==> config.mk <==
export PLATFORM = sky130hd
export DESIGN_NAME = best_fit_partition_allocator_unit
export DESIGN_NICKNAME = d
export VERILOG_FILES = /design/src/hw/rtl/bfpa_pkg.sv /design/src/hw/rtl/bfpa_ctrl.sv /design/src/hw/rtl/bfpa_dpath.sv /design/src/hw/rtl/best_fit_partition_allocator_unit.sv
export SDC_FILE = /design/constraint.sdc
export NUM_CORES = 1
export LEC_CHECK = 0
export BUFFER_PORTS_ARGS = -buffer_cell sky130_fd_sc_hd__buf_2
export CAP_MARGIN = 20
export CORE_MARGIN = 5
export CORE_UTILIZATION = 54
export DETAILED_ROUTE_END_ITERATION = 6
export GPL_TIMING_DRIVEN = 0
export PLACE_DENSITY = 0.81
export RECOVER_POWER = 50
export SLEW_MARGIN = 5
export SYNTH_ARGS = -nofsm -noshare
export SYNTH_HDL_FRONTEND = slang
export SYNTH_SLANG_ARGS = --single-unit
==> constraint.sdc <==
create_clock -name i_clk -period 4.3 [get_ports i_clk]
set_input_delay 0.215 -clock i_clk [delete_from_list [all_inputs] [get_ports i_clk]]
set_output_delay 0.215 -clock i_clk [all_outputs]
set_load 0.005 [all_outputs]
==> src/hw/rtl/bfpa_pkg.sv <==
// Shared types and constants for the best-fit partition allocator.
`timescale 1ns / 1ps

package bfpa_pkg;

    localparam int PARTITIONS_DEF = 8;

    localparam int MODE_W   = 2;
    localparam int IDX_W    = 3;
    localparam int ADDR_W   = 16;
    localparam int OWNER_W  = 4;
    localparam int STATUS_W = 2;
    localparam int COUNT_W  = 4;

    typedef enum logic [MODE_W-1:0] {
        MODE_LOAD    = 2'd0,
        MODE_ALLOC   = 2'd1,
        MODE_RELEASE = 2'd2
    } t_mode;

    typedef enum logic [STATUS_W-1:0] {
        ST_OK      = 2'd0,
        ST_TOO_BIG = 2'd1,
        ST_FULL    = 2'd2
    } t_status;

    typedef enum logic [2:0] {
        S_IDLE,
        S_DISPATCH,
        S_SCAN,
        S_TAIL,
        S_FINISH,
        S_REPORT
    } t_state;

    // Controller to datapath
    typedef struct packed {
        logic capture;
        logic load;
        logic clear_res;
        logic reject;
        logic init_scan;
        logic issue;
        logic finish;
    } t_dp_cmd;

    // Datapath to controller
    typedef struct packed {
        logic [MODE_W-1:0] mode;
        logic              too_big;
        logic              last_addr;
    } t_dp_stat;

endpackage

==> src/hw/rtl/bfpa_ctrl.sv <==
// Sequencing state machine of the best-fit partition allocator.
`timescale 1ns / 1ps

module bfpa_ctrl (
    input  logic               i_clk,
    input  logic               i_rst_n,
    input  logic               i_start,
    input  bfpa_pkg::t_dp_stat i_stat,
    output bfpa_pkg::t_dp_cmd  o_cmd,
    output logic               o_busy,
    output logic               o_report
);
    import bfpa_pkg::*;

    t_state r_state;
    t_state n_state;

    always_ff @(posedge i_clk) begin
        if (!i_rst_n) begin
            r_state <= S_IDLE;
        end else begin
            r_state <= n_state;
        end
    end

    always_comb begin
        n_state = r_state;
        o_cmd   = '0;
        case (r_state)
            S_IDLE, S_REPORT: begin
                // the result cycle doubles as an idle cycle
                if (i_start) begin
                    o_cmd.capture = 1'b1;
                    n_state       = S_DISPATCH;
                end else begin
                    n_state = S_IDLE;
                end
            end
            S_DISPATCH: begin
                case (i_stat.mode)
                    MODE_LOAD: begin
                        o_cmd.load      = 1'b1;
                        o_cmd.clear_res = 1'b1;
                        n_state         = S_REPORT;
                    end
                    MODE_ALLOC: begin
                        if (i_stat.too_big) begin
                            o_cmd.reject = 1'b1;
                            n_state      = S_REPORT;
                        end else begin
                            o_cmd.init_scan = 1'b1;
                            n_state         = S_SCAN;
                        end
                    end
                    MODE_RELEASE: begin
                        o_cmd.init_scan = 1'b1;
                        n_state         = S_SCAN;
                    end
                    default: begin
                        o_cmd.clear_res = 1'b1;
                        n_state         = S_REPORT;
                    end
                endcase
            end
            S_SCAN: begin
                o_cmd.issue = 1'b1;
                if (i_stat.last_addr) begin
                    n_state = S_TAIL;
                end
            end
            S_TAIL: begin
                // last table read is evaluated here
                n_state = S_FINISH;
            end
            S_FINISH: begin
                o_cmd.finish = 1'b1;
                n_state      = S_REPORT;
            end
            default: begin
                n_state = S_IDLE;
            end
        endcase
    end

    assign o_busy   = !((r_state == S_IDLE) || (r_state == S_REPORT));
    assign o_report = (r_state == S_REPORT);

endmodule

==> src/hw/rtl/bfpa_dpath.sv <==
// Partition table, sequential best-fit / release scan and result registers.
`timescale 1ns / 1ps

module bfpa_dpath #(
    parameter int PARTITIONS = bfpa_pkg::PARTITIONS_DEF
) (
    input  logic                           i_clk,
    input  logic                           i_rst_n,
    input  bfpa_pkg::t_dp_cmd              i_cmd,
    output bfpa_pkg::t_dp_stat             o_stat,
    input  logic                           i_cfg_wr_en,
    input  logic [bfpa_pkg::ADDR_W-1:0]    i_cfg_wr_data,
    input  logic [bfpa_pkg::MODE_W-1:0]    i_mode,
    input  logic [bfpa_pkg::IDX_W-1:0]     i_entry_index,
    input  logic [bfpa_pkg::ADDR_W-1:0]    i_entry_base,
    input  logic [bfpa_pkg::ADDR_W-1:0]    i_entry_size,
    input  logic [bfpa_pkg::ADDR_W-1:0]    i_request_size,
    input  logic [bfpa_pkg::OWNER_W-1:0]   i_owner_id,
    output logic [bfpa_pkg::STATUS_W-1:0]  o_status,
    output logic [bfpa_pkg::IDX_W-1:0]     o_granted_index,
    output logic [bfpa_pkg::ADDR_W-1:0]    o_granted_base,
    output logic [bfpa_pkg::ADDR_W-1:0]    o_granted_size,
    output logic [bfpa_pkg::COUNT_W-1:0]   o_released_count
);
    import bfpa_pkg::*;

    localparam int IW = (PARTITIONS > 1) ? $clog2(PARTITIONS) : 1;
    localparam int WW = IW + IDX_W;
    localparam logic [WW-1:0] SLOT_LIMIT = WW'(PARTITIONS);
    localparam logic [IW-1:0] LAST_ADDR  = IW'(PARTITIONS - 1);

    // configuration
    logic [ADDR_W-1:0]  r_max_req;

    // captured command
    logic [MODE_W-1:0]  r_mode;
    logic [IDX_W-1:0]   r_slot;
    logic [ADDR_W-1:0]  r_ebase;
    logic [ADDR_W-1:0]  r_esize;
    logic [ADDR_W-1:0]  r_req;
    logic [OWNER_W-1:0] r_owner;

    // table
    logic [PARTITIONS-1:0] r_valid;
    logic [PARTITIONS-1:0] r_busy;
    logic [ADDR_W-1:0]     r_base_mem  [PARTITIONS];
    logic [ADDR_W-1:0]     r_len_mem   [PARTITIONS];
    logic [OWNER_W-1:0]    r_owner_mem [PARTITIONS];

    // scan
    logic [IW-1:0]      r_addr;
    logic               r_rd_vld;
    logic [IW-1:0]      r_rd_idx;
    logic [ADDR_W-1:0]  r_rd_base;
    logic [ADDR_W-1:0]  r_rd_len;
    logic [OWNER_W-1:0] r_rd_owner;
    logic               r_found;
    logic [IW-1:0]      r_best_idx;
    logic [ADDR_W-1:0]  r_best_len;
    logic [ADDR_W-1:0]  r_best_base;
    logic [COUNT_W-1:0] r_count;

    // result
    t_status            r_status;
    logic [IDX_W-1:0]   r_gidx;
    logic [ADDR_W-1:0]  r_gbase;
    logic [ADDR_W-1:0]  r_gsize;
    logic [COUNT_W-1:0] r_rcount;

    logic [WW-1:0] slot_wide;
    logic [IW-1:0] slot_addr;
    logic          slot_ok;
    logic [WW-1:0] best_wide;
    logic          is_alloc;
    logic          is_release;
    logic          fit;
    logic          better;
    logic          rel_hit;
    logic          alloc_win;

    assign slot_wide  = {{IW{1'b0}}, r_slot};
    assign slot_addr  = slot_wide[IW-1:0];
    assign slot_ok    = (slot_wide < SLOT_LIMIT);
    assign best_wide  = {{IDX_W{1'b0}}, r_best_idx};
    assign is_alloc   = (r_mode == MODE_ALLOC);
    assign is_release = (r_mode == MODE_RELEASE);

    assign fit     = r_valid[r_rd_idx] && !r_busy[r_rd_idx] && (r_rd_len >= r_req);
    // strict compare keeps the lowest index on equal sizes
    assign better  = r_rd_vld && is_alloc && fit && (!r_found || (r_rd_len < r_best_len));
    assign rel_hit = r_rd_vld && is_release && r_valid[r_rd_idx] && r_busy[r_rd_idx]
                     && (r_rd_owner == r_owner);
    assign alloc_win = i_cmd.finish && is_alloc && r_found;

    assign o_stat.mode      = r_mode;
    assign o_stat.too_big   = (r_req > r_max_req);
    assign o_stat.last_addr = (r_addr == LAST_ADDR);

    // control state
    always_ff @(posedge i_clk) begin
        if (!i_rst_n) begin
            r_max_req <= '1;
            r_valid   <= '0;
            r_busy    <= '0;
            r_rd_vld  <= 1'b0;
            r_addr    <= '0;
            r_found   <= 1'b0;
            r_count   <= '0;
        end else begin
            if (i_cfg_wr_en) begin
                r_max_req <= i_cfg_wr_data;
            end
            r_rd_vld <= i_cmd.issue;
            if (i_cmd.init_scan) begin
                r_addr  <= '0;
                r_found <= 1'b0;
                r_count <= '0;
            end else begin
                if (i_cmd.issue) begin
                    r_addr <= r_addr + IW'(1);
                end
                if (better) begin
                    r_found <= 1'b1;
                end
                if (rel_hit) begin
                    r_count <= r_count + COUNT_W'(1);
                end
            end
            if (rel_hit) begin
                r_busy[r_rd_idx] <= 1'b0;
            end
            if (i_cmd.load && slot_ok) begin
                r_valid[slot_addr] <= 1'b1;
                r_busy[slot_addr]  <= 1'b0;
            end
            if (alloc_win) begin
                r_busy[r_best_idx] <= 1'b1;
            end
        end
    end

    // table storage, one read port walked by the scan
    always_ff @(posedge i_clk) begin
        if (i_cmd.load && slot_ok) begin
            r_base_mem[slot_addr] <= r_ebase;
            r_len_mem[slot_addr]  <= r_esize;
        end
        if (alloc_win) begin
            r_owner_mem[r_best_idx] <= r_owner;
        end
        if (i_cmd.issue) begin
            r_rd_base  <= r_base_mem[r_addr];
            r_rd_len   <= r_len_mem[r_addr];
            r_rd_owner <= r_owner_mem[r_addr];
            r_rd_idx   <= r_addr;
        end
    end

    // payload
    always_ff @(posedge i_clk) begin
        if (i_cmd.capture) begin
            r_mode  <= i_mode;
            r_slot  <= i_entry_index;
            r_ebase <= i_entry_base;
            r_esize <= i_entry_size;
            r_req   <= i_request_size;
            r_owner <= i_owner_id;
        end
        if (better) begin
            r_best_idx  <= r_rd_idx;
            r_best_len  <= r_rd_len;
            r_best_base <= r_rd_base;
        end
        if (i_cmd.clear_res || i_cmd.reject) begin
            r_status <= i_cmd.reject ? ST_TOO_BIG : ST_OK;
            r_gidx   <= '0;
            r_gbase  <= '0;
            r_gsize  <= '0;
            r_rcount <= '0;
        end else if (i_cmd.finish) begin
            r_rcount <= is_release ? r_count : '0;
            if (is_alloc && r_found) begin
                r_status <= ST_OK;
                r_gidx   <= best_wide[IDX_W-1:0];
                r_gbase  <= r_best_base;
                r_gsize  <= r_best_len;
            end else begin
                r_status <= is_alloc ? ST_FULL : ST_OK;
                r_gidx   <= '0;
                r_gbase  <= '0;
                r_gsize  <= '0;
            end
        end
    end

    assign o_status         = r_status;
    assign o_granted_index  = r_gidx;
    assign o_granted_base   = r_gbase;
    assign o_granted_size   = r_gsize;
    assign o_released_count = r_rcount;

endmodule

==> src/hw/rtl/best_fit_partition_allocator_unit.sv <==
// Top level of the best-fit partition allocator: controller plus datapath.
`timescale 1ns / 1ps

// A command is taken on a clock edge where start is high and busy is low, and
// exactly one result follows, shown for one cycle with o_result_valid; the
// receiver cannot stall it, so sample it in that cycle. Load and undefined
// commands, and allocate requests above max_request_size, go from dispatch
// straight to the result. Allocate and release walk the partition table
// through its single read port, one entry per cycle, then pass through the
// tail and finish states before the result appears. busy is low again in the
// result cycle, so the next command may be taken there; none is taken while
// busy is high. Write max_request_size only while busy is low.
module best_fit_partition_allocator_unit #(
    parameter int PARTITIONS = bfpa_pkg::PARTITIONS_DEF
) (
    input  logic                           i_clk,
    input  logic                           i_rst_n,
    input  logic                           start,
    output logic                           busy,
    input  logic                           i_cfg_wr_en,
    input  logic [bfpa_pkg::ADDR_W-1:0]    i_cfg_wr_data,
    input  logic [bfpa_pkg::MODE_W-1:0]    i_mode,
    input  logic [bfpa_pkg::IDX_W-1:0]     i_entry_index,
    input  logic [bfpa_pkg::ADDR_W-1:0]    i_entry_base,
    input  logic [bfpa_pkg::ADDR_W-1:0]    i_entry_size,
    input  logic [bfpa_pkg::ADDR_W-1:0]    i_request_size,
    input  logic [bfpa_pkg::OWNER_W-1:0]   i_owner_id,
    output logic                           o_result_valid,
    output logic [bfpa_pkg::STATUS_W-1:0]  o_status,
    output logic [bfpa_pkg::IDX_W-1:0]     o_granted_index,
    output logic [bfpa_pkg::ADDR_W-1:0]    o_granted_base,
    output logic [bfpa_pkg::ADDR_W-1:0]    o_granted_size,
    output logic [bfpa_pkg::COUNT_W-1:0]   o_released_count
);
    import bfpa_pkg::*;

    t_dp_cmd  dp_cmd;
    t_dp_stat dp_stat;

    bfpa_ctrl u_ctrl (
        .i_clk    (i_clk),
        .i_rst_n  (i_rst_n),
        .i_start  (start),
        .i_stat   (dp_stat),
        .o_cmd    (dp_cmd),
        .o_busy   (busy),
        .o_report (o_result_valid)
    );

    bfpa_dpath #(
        .PARTITIONS (PARTITIONS)
    ) u_dpath (
        .i_clk            (i_clk),
        .i_rst_n          (i_rst_n),
        .i_cmd            (dp_cmd),
        .o_stat           (dp_stat),
        .i_cfg_wr_en      (i_cfg_wr_en),
        .i_cfg_wr_data    (i_cfg_wr_data),
        .i_mode           (i_mode),
        .i_entry_index    (i_entry_index),
        .i_entry_base     (i_entry_base),
        .i_entry_size     (i_entry_size),
        .i_request_size   (i_request_size),
        .i_owner_id       (i_owner_id),
        .o_status         (o_status),
        .o_granted_index  (o_granted_index),
        .o_granted_base   (o_granted_base),
        .o_granted_size   (o_granted_size),
        .o_released_count (o_released_count)
    );

`ifndef SYNTH
    a_busy_after_transfer: assert property (@(posedge i_clk) disable iff (!i_rst_n)
        (start && !busy) |=> busy)
        else $error("busy not raised after command transfer");

    a_result_frees_port: assert property (@(posedge i_clk) disable iff (!i_rst_n)
        o_result_valid |-> !busy)
        else $error("result shown while busy");

    a_single_result: assert property (@(posedge i_clk) disable iff (!i_rst_n)
        o_result_valid |=> !o_result_valid)
        else $error("result strobe longer than one cycle");

    a_full_no_grant: assert property (@(posedge i_clk) disable iff (!i_rst_n)
        (o_result_valid && (o_status == ST_FULL || o_status == ST_TOO_BIG))
        |-> (o_granted_size == '0 && o_granted_base == '0 && o_granted_index == '0))
        else $error("grant fields set on a failed allocate");
`endif

endmodule

==> impl_metrics.py <==
metrics = {
    "outcome": {
        "status": "completed",
    },
    "grt": {
        "grt_first_pass_wirelength_mm": 64.5,
        "antenna_found_initial": 0,
        "grt_max_degree": 26,
        "first_global_vias": 11154,
        "grt.overflow.total": 0,
        "use_met1_pct": 29.2,
        "grtUsageMet3_pct": 3.76,
        "use_met2_pct": 36.1,
        "grtUsageTotal_pct": 21.6,
        "busiest_layer": "met2",
    },
    "finish": {
        "area_growth_pct": 20.1,
        "postLayoutCellArea_sq_um": 23200,
        "final_cells": 1815,
        "reg.largest.list": "u_dpath.r_base_mem (128), u_dpath.r_len_mem (128), u_dpath.r_owner_mem (32)",
        "fillers": 2334,
        "drive_above_1_share_pct": 23.8,
        "nNetsFinal": 1442,
        "antennaDiodeCount": 0,
    },
    "clocking": {
        "cts_tree": "done",
        "path_clk_slew_ps": 60,
        "cts-root-buf": "clkbuf_16",
        "cts_sinks": 504,
        "clk_latency_ps": 580,
        "clock_path_buffers": 3,
        "cts_resized": 0,
        "cts_buffers": 51,
        "h-tree-depth": 2,
    },
    "detailed_routing": {
        "wl_mm": 42.1,
        "antenna_left": 0,
        "drt_iter0_markers": 893,
        "firstDrtPassIters": 5,
        "num_vias": 10574,
        "viasPerCell": 5.83,
        "drc": 0,
        "routedWlPerCell_um": 23.2,
    },
    "floorplan": {
        "die-area_sq_um": 39600,
        "io_pins": 120,
        "num_rows": 69,
        "core_area_sq_um": 35400,
        "fp.dieH_um": 199,
        "dieWidth_um": 199,
        "initial_core_util_pct": 54.5,
    },
    "logic_synthesis": {
        "ys_seq_elements": 504,
        "synth_edf_count": 421,
        "async_flop_share_pct": 0,
        "syn_inst": 1046,
        "syn-cell-area_sq_um": 19300,
        "ys_types": 60,
        "ys.flop_type": "edfxtp_1",
        "yosysWarningCount": 0,
        "postSynthAreaPerCell_sq_um": 18.4,
        "synth_fp_nets": 1176,
        "yosysSeqAreaShare_pct": 74.2,
    },
    "timing": {
        "finalCritPeriodShare_pct": 79.9,
        "rsz0062_at_grt": "false",
        "fin_worst_skew_ps": 19.5,
        "fmax_mhz": 291,
        "relSlewSlack_pct": 19.1,
        "drv_slew": 0,
        "hold_viol": 0,
        "setup_viol": 0,
        "fin_crit_ps": 3440,
        "worstMarginPinSlew_ps": 1210,
    },
    "pwr": {
        "p_sw_mw": 2.52,
        "p_sw_share_pct": 22.8,
        "pwr_density_cell_nw_per_um2": 477,
        "seqPwrFrac_pct": 53.2,
        "total_power_mw": 11.0,
        "irDropWorstVdd_mv": 0.411,
        "power.clock.fraction_pct": 38.9,
        "power.leakage_nw": 8.09,
        "p_comb_share_pct": 7.9,
        "p_int_mw": 8.52,
    },
    "critical_path": {
        "cp.arrival_ps": 3880,
        "cp.required_ps": 4740,
        "worstPathMaxFanout": 12,
        "crit_type": "reg -> reg",
        "reg2reg_setup_slack_ps": 860,
        "setup.worst_path.start_class": "register",
        "cp-end-kind": "register",
    },
    "placement": {
        "dpl.hpwl_mm": 26.5,
        "gp_congestion": 0.844,
        "dpl_cell_area_sq_um": 20900,
        "portBuffers": 119,
        "placed_cells_incl_taps": 1646,
    },
    "hold_path": {
        "min_path_type": "in -> reg",
    },
    "job": {
        "maxCapViolations": 0,
    },
}
[worst max-delay path, cell delays in order (launching register included)]
cell      delay, ps
dfxtp_1         300
clkbuf_1        300
nor3b_1        1010
clkbuf_1        750
clkbuf_1        620
mux2i_1         270
nor2_1           50
[worst paths after layout]
kind / endpoint / depth (start not counted) / from
setup reg to reg: u_dpath.r_addr[2] / 6 / u_ctrl.r_state[1]
hold / removal: u_ctrl.r_state[0] / 4 / start
hold reg to reg: u_dpath.r_best_base[1] / 0 / u_dpath.r_rd_base[1]
setup / recovery: u_dpath.r_addr[2] / 6 / u_ctrl.r_state[1]
[cells in the mapped netlist (all sizes together) (3+ instances only)]
| master | n | share of area [%] |
|---|---|---|
| a2111oi | 3 | 0.14 |
| mux4 | 76 | 8.9 |
| a22o | 34 | 1.5 |
| nand3b | 3 | 0.12 |
| nand4 | 6 | 0.19 |
| mux2 | 36 | 2.1 |
| o21a | 9 | 0.35 |
| and2 | 3 | 0.10 |
| nand3 | 16 | 0.44 |
| clkbuf | 25 | 0.49 |
| mux2i | 5 | 0.26 |
| nor3 | 13 | 0.39 |
| o21ai | 11 | 0.34 |
| buf | 14 | 0.47 |
| o211ai | 21 | 0.82 |
| nand2 | 39 | 0.77 |
| xnor2 | 6 | 0.27 |
| o31ai | 3 | 0.12 |
| edfxtp | 421 | 66 |
| o22ai | 6 | 0.19 |
| nor2b | 4 | 0.13 |
| nand2b | 9 | 0.29 |
| a21o | 6 | 0.23 |
| nor2 | 33 | 0.64 |
| dfxtp | 83 | 8.6 |
| inv | 62 | 1.2 |
| a21oi | 20 | 0.52 |
| ha | 53 | 3.4 |
[power by group through the flow]
stage / clock network, mW / registers [mW] / logic, mW
6_report: 4.30 / 5.87 / 0.873
3_5_place_dp: 0 / 5.96 / 0.831
5_1_grt: 4.60 / 5.89 / 0.959
2_1_floorplan: 0 / 5.89 / 0.528
3_3_place_gp: 0 / 5.97 / 0.738
4_1_cts: 4.36 / 5.87 / 0.892
[repair_timing]
action | CTS | global route
endpoints found under the hold margin | 73 | 0
setup buffers | 0 | 0
hold buffers | 74 | 0
[metal layers]
layer / up-vias / routed length [um]
met5: - / 0
met4: 0 / 1090
met1: 5363 / 16800
met2: 455 / 21100
met3: 83 / 3080
li1: 4673 / -
[layout make-up]
cell class / instances / area, sq um / share of cell area (%)
flip-flops and latches: 504 / 14300 / 61.8
clock inverters: 24 / 176 / 0.762
multi-input cells: 441 / 4630 / 20.0
clock buffers: 71 / 1470 / 6.33
inverters: 62 / 233 / 1.01
repair buffers: 213 / 1590 / 6.87
plain buffers: 39 / 184 / 0.794
well taps: 461 / 577 / 2.49
[logic make-up after synthesis]
family	count (synthesis)	synth area share, %
AO/OA/AOI/OAI	129	5.09
XOR/XNOR	8	0.364
adder cells (fa/ha/maj)	53	3.44
buffers and inverters	101	2.16
flip-flops	504	74.2
multiplexers	117	11.2
AND/OR/NAND/NOR	134	3.49
[stage by stage]
stage / setup WS, ps / TNS [ps] / hold slack (ps) / util, %
2_1_floorplan: 402 / 0 / 314 / -
3_3_place_gp: -1900 / -261530 / 392 / 57.8
3_5_place_dp: 1110 / 0 / 393 / 59.0
4_1_cts: 1080 / 0 / 90.1 / 65.7
5_1_grt: 647 / 0 / 190 / 65.4
6_report: 863 / 0 / 153 / 65.4
[placed cells by master, fill, tap and decap left out, drive strengths merged, types with 16 or more instances in the layout]
master and instances:
mux4 76, buf 114, edfxtp 421, nor2 33, clkbuf 135, nand3 16
mux2 36, clkinv 19, inv 64, a22o 34, dlygate4sd3 74, ha 53
o211ai 21, a21oi 20, dfxtp 83, nand2 39
Power figures use the tool's default switching activity.
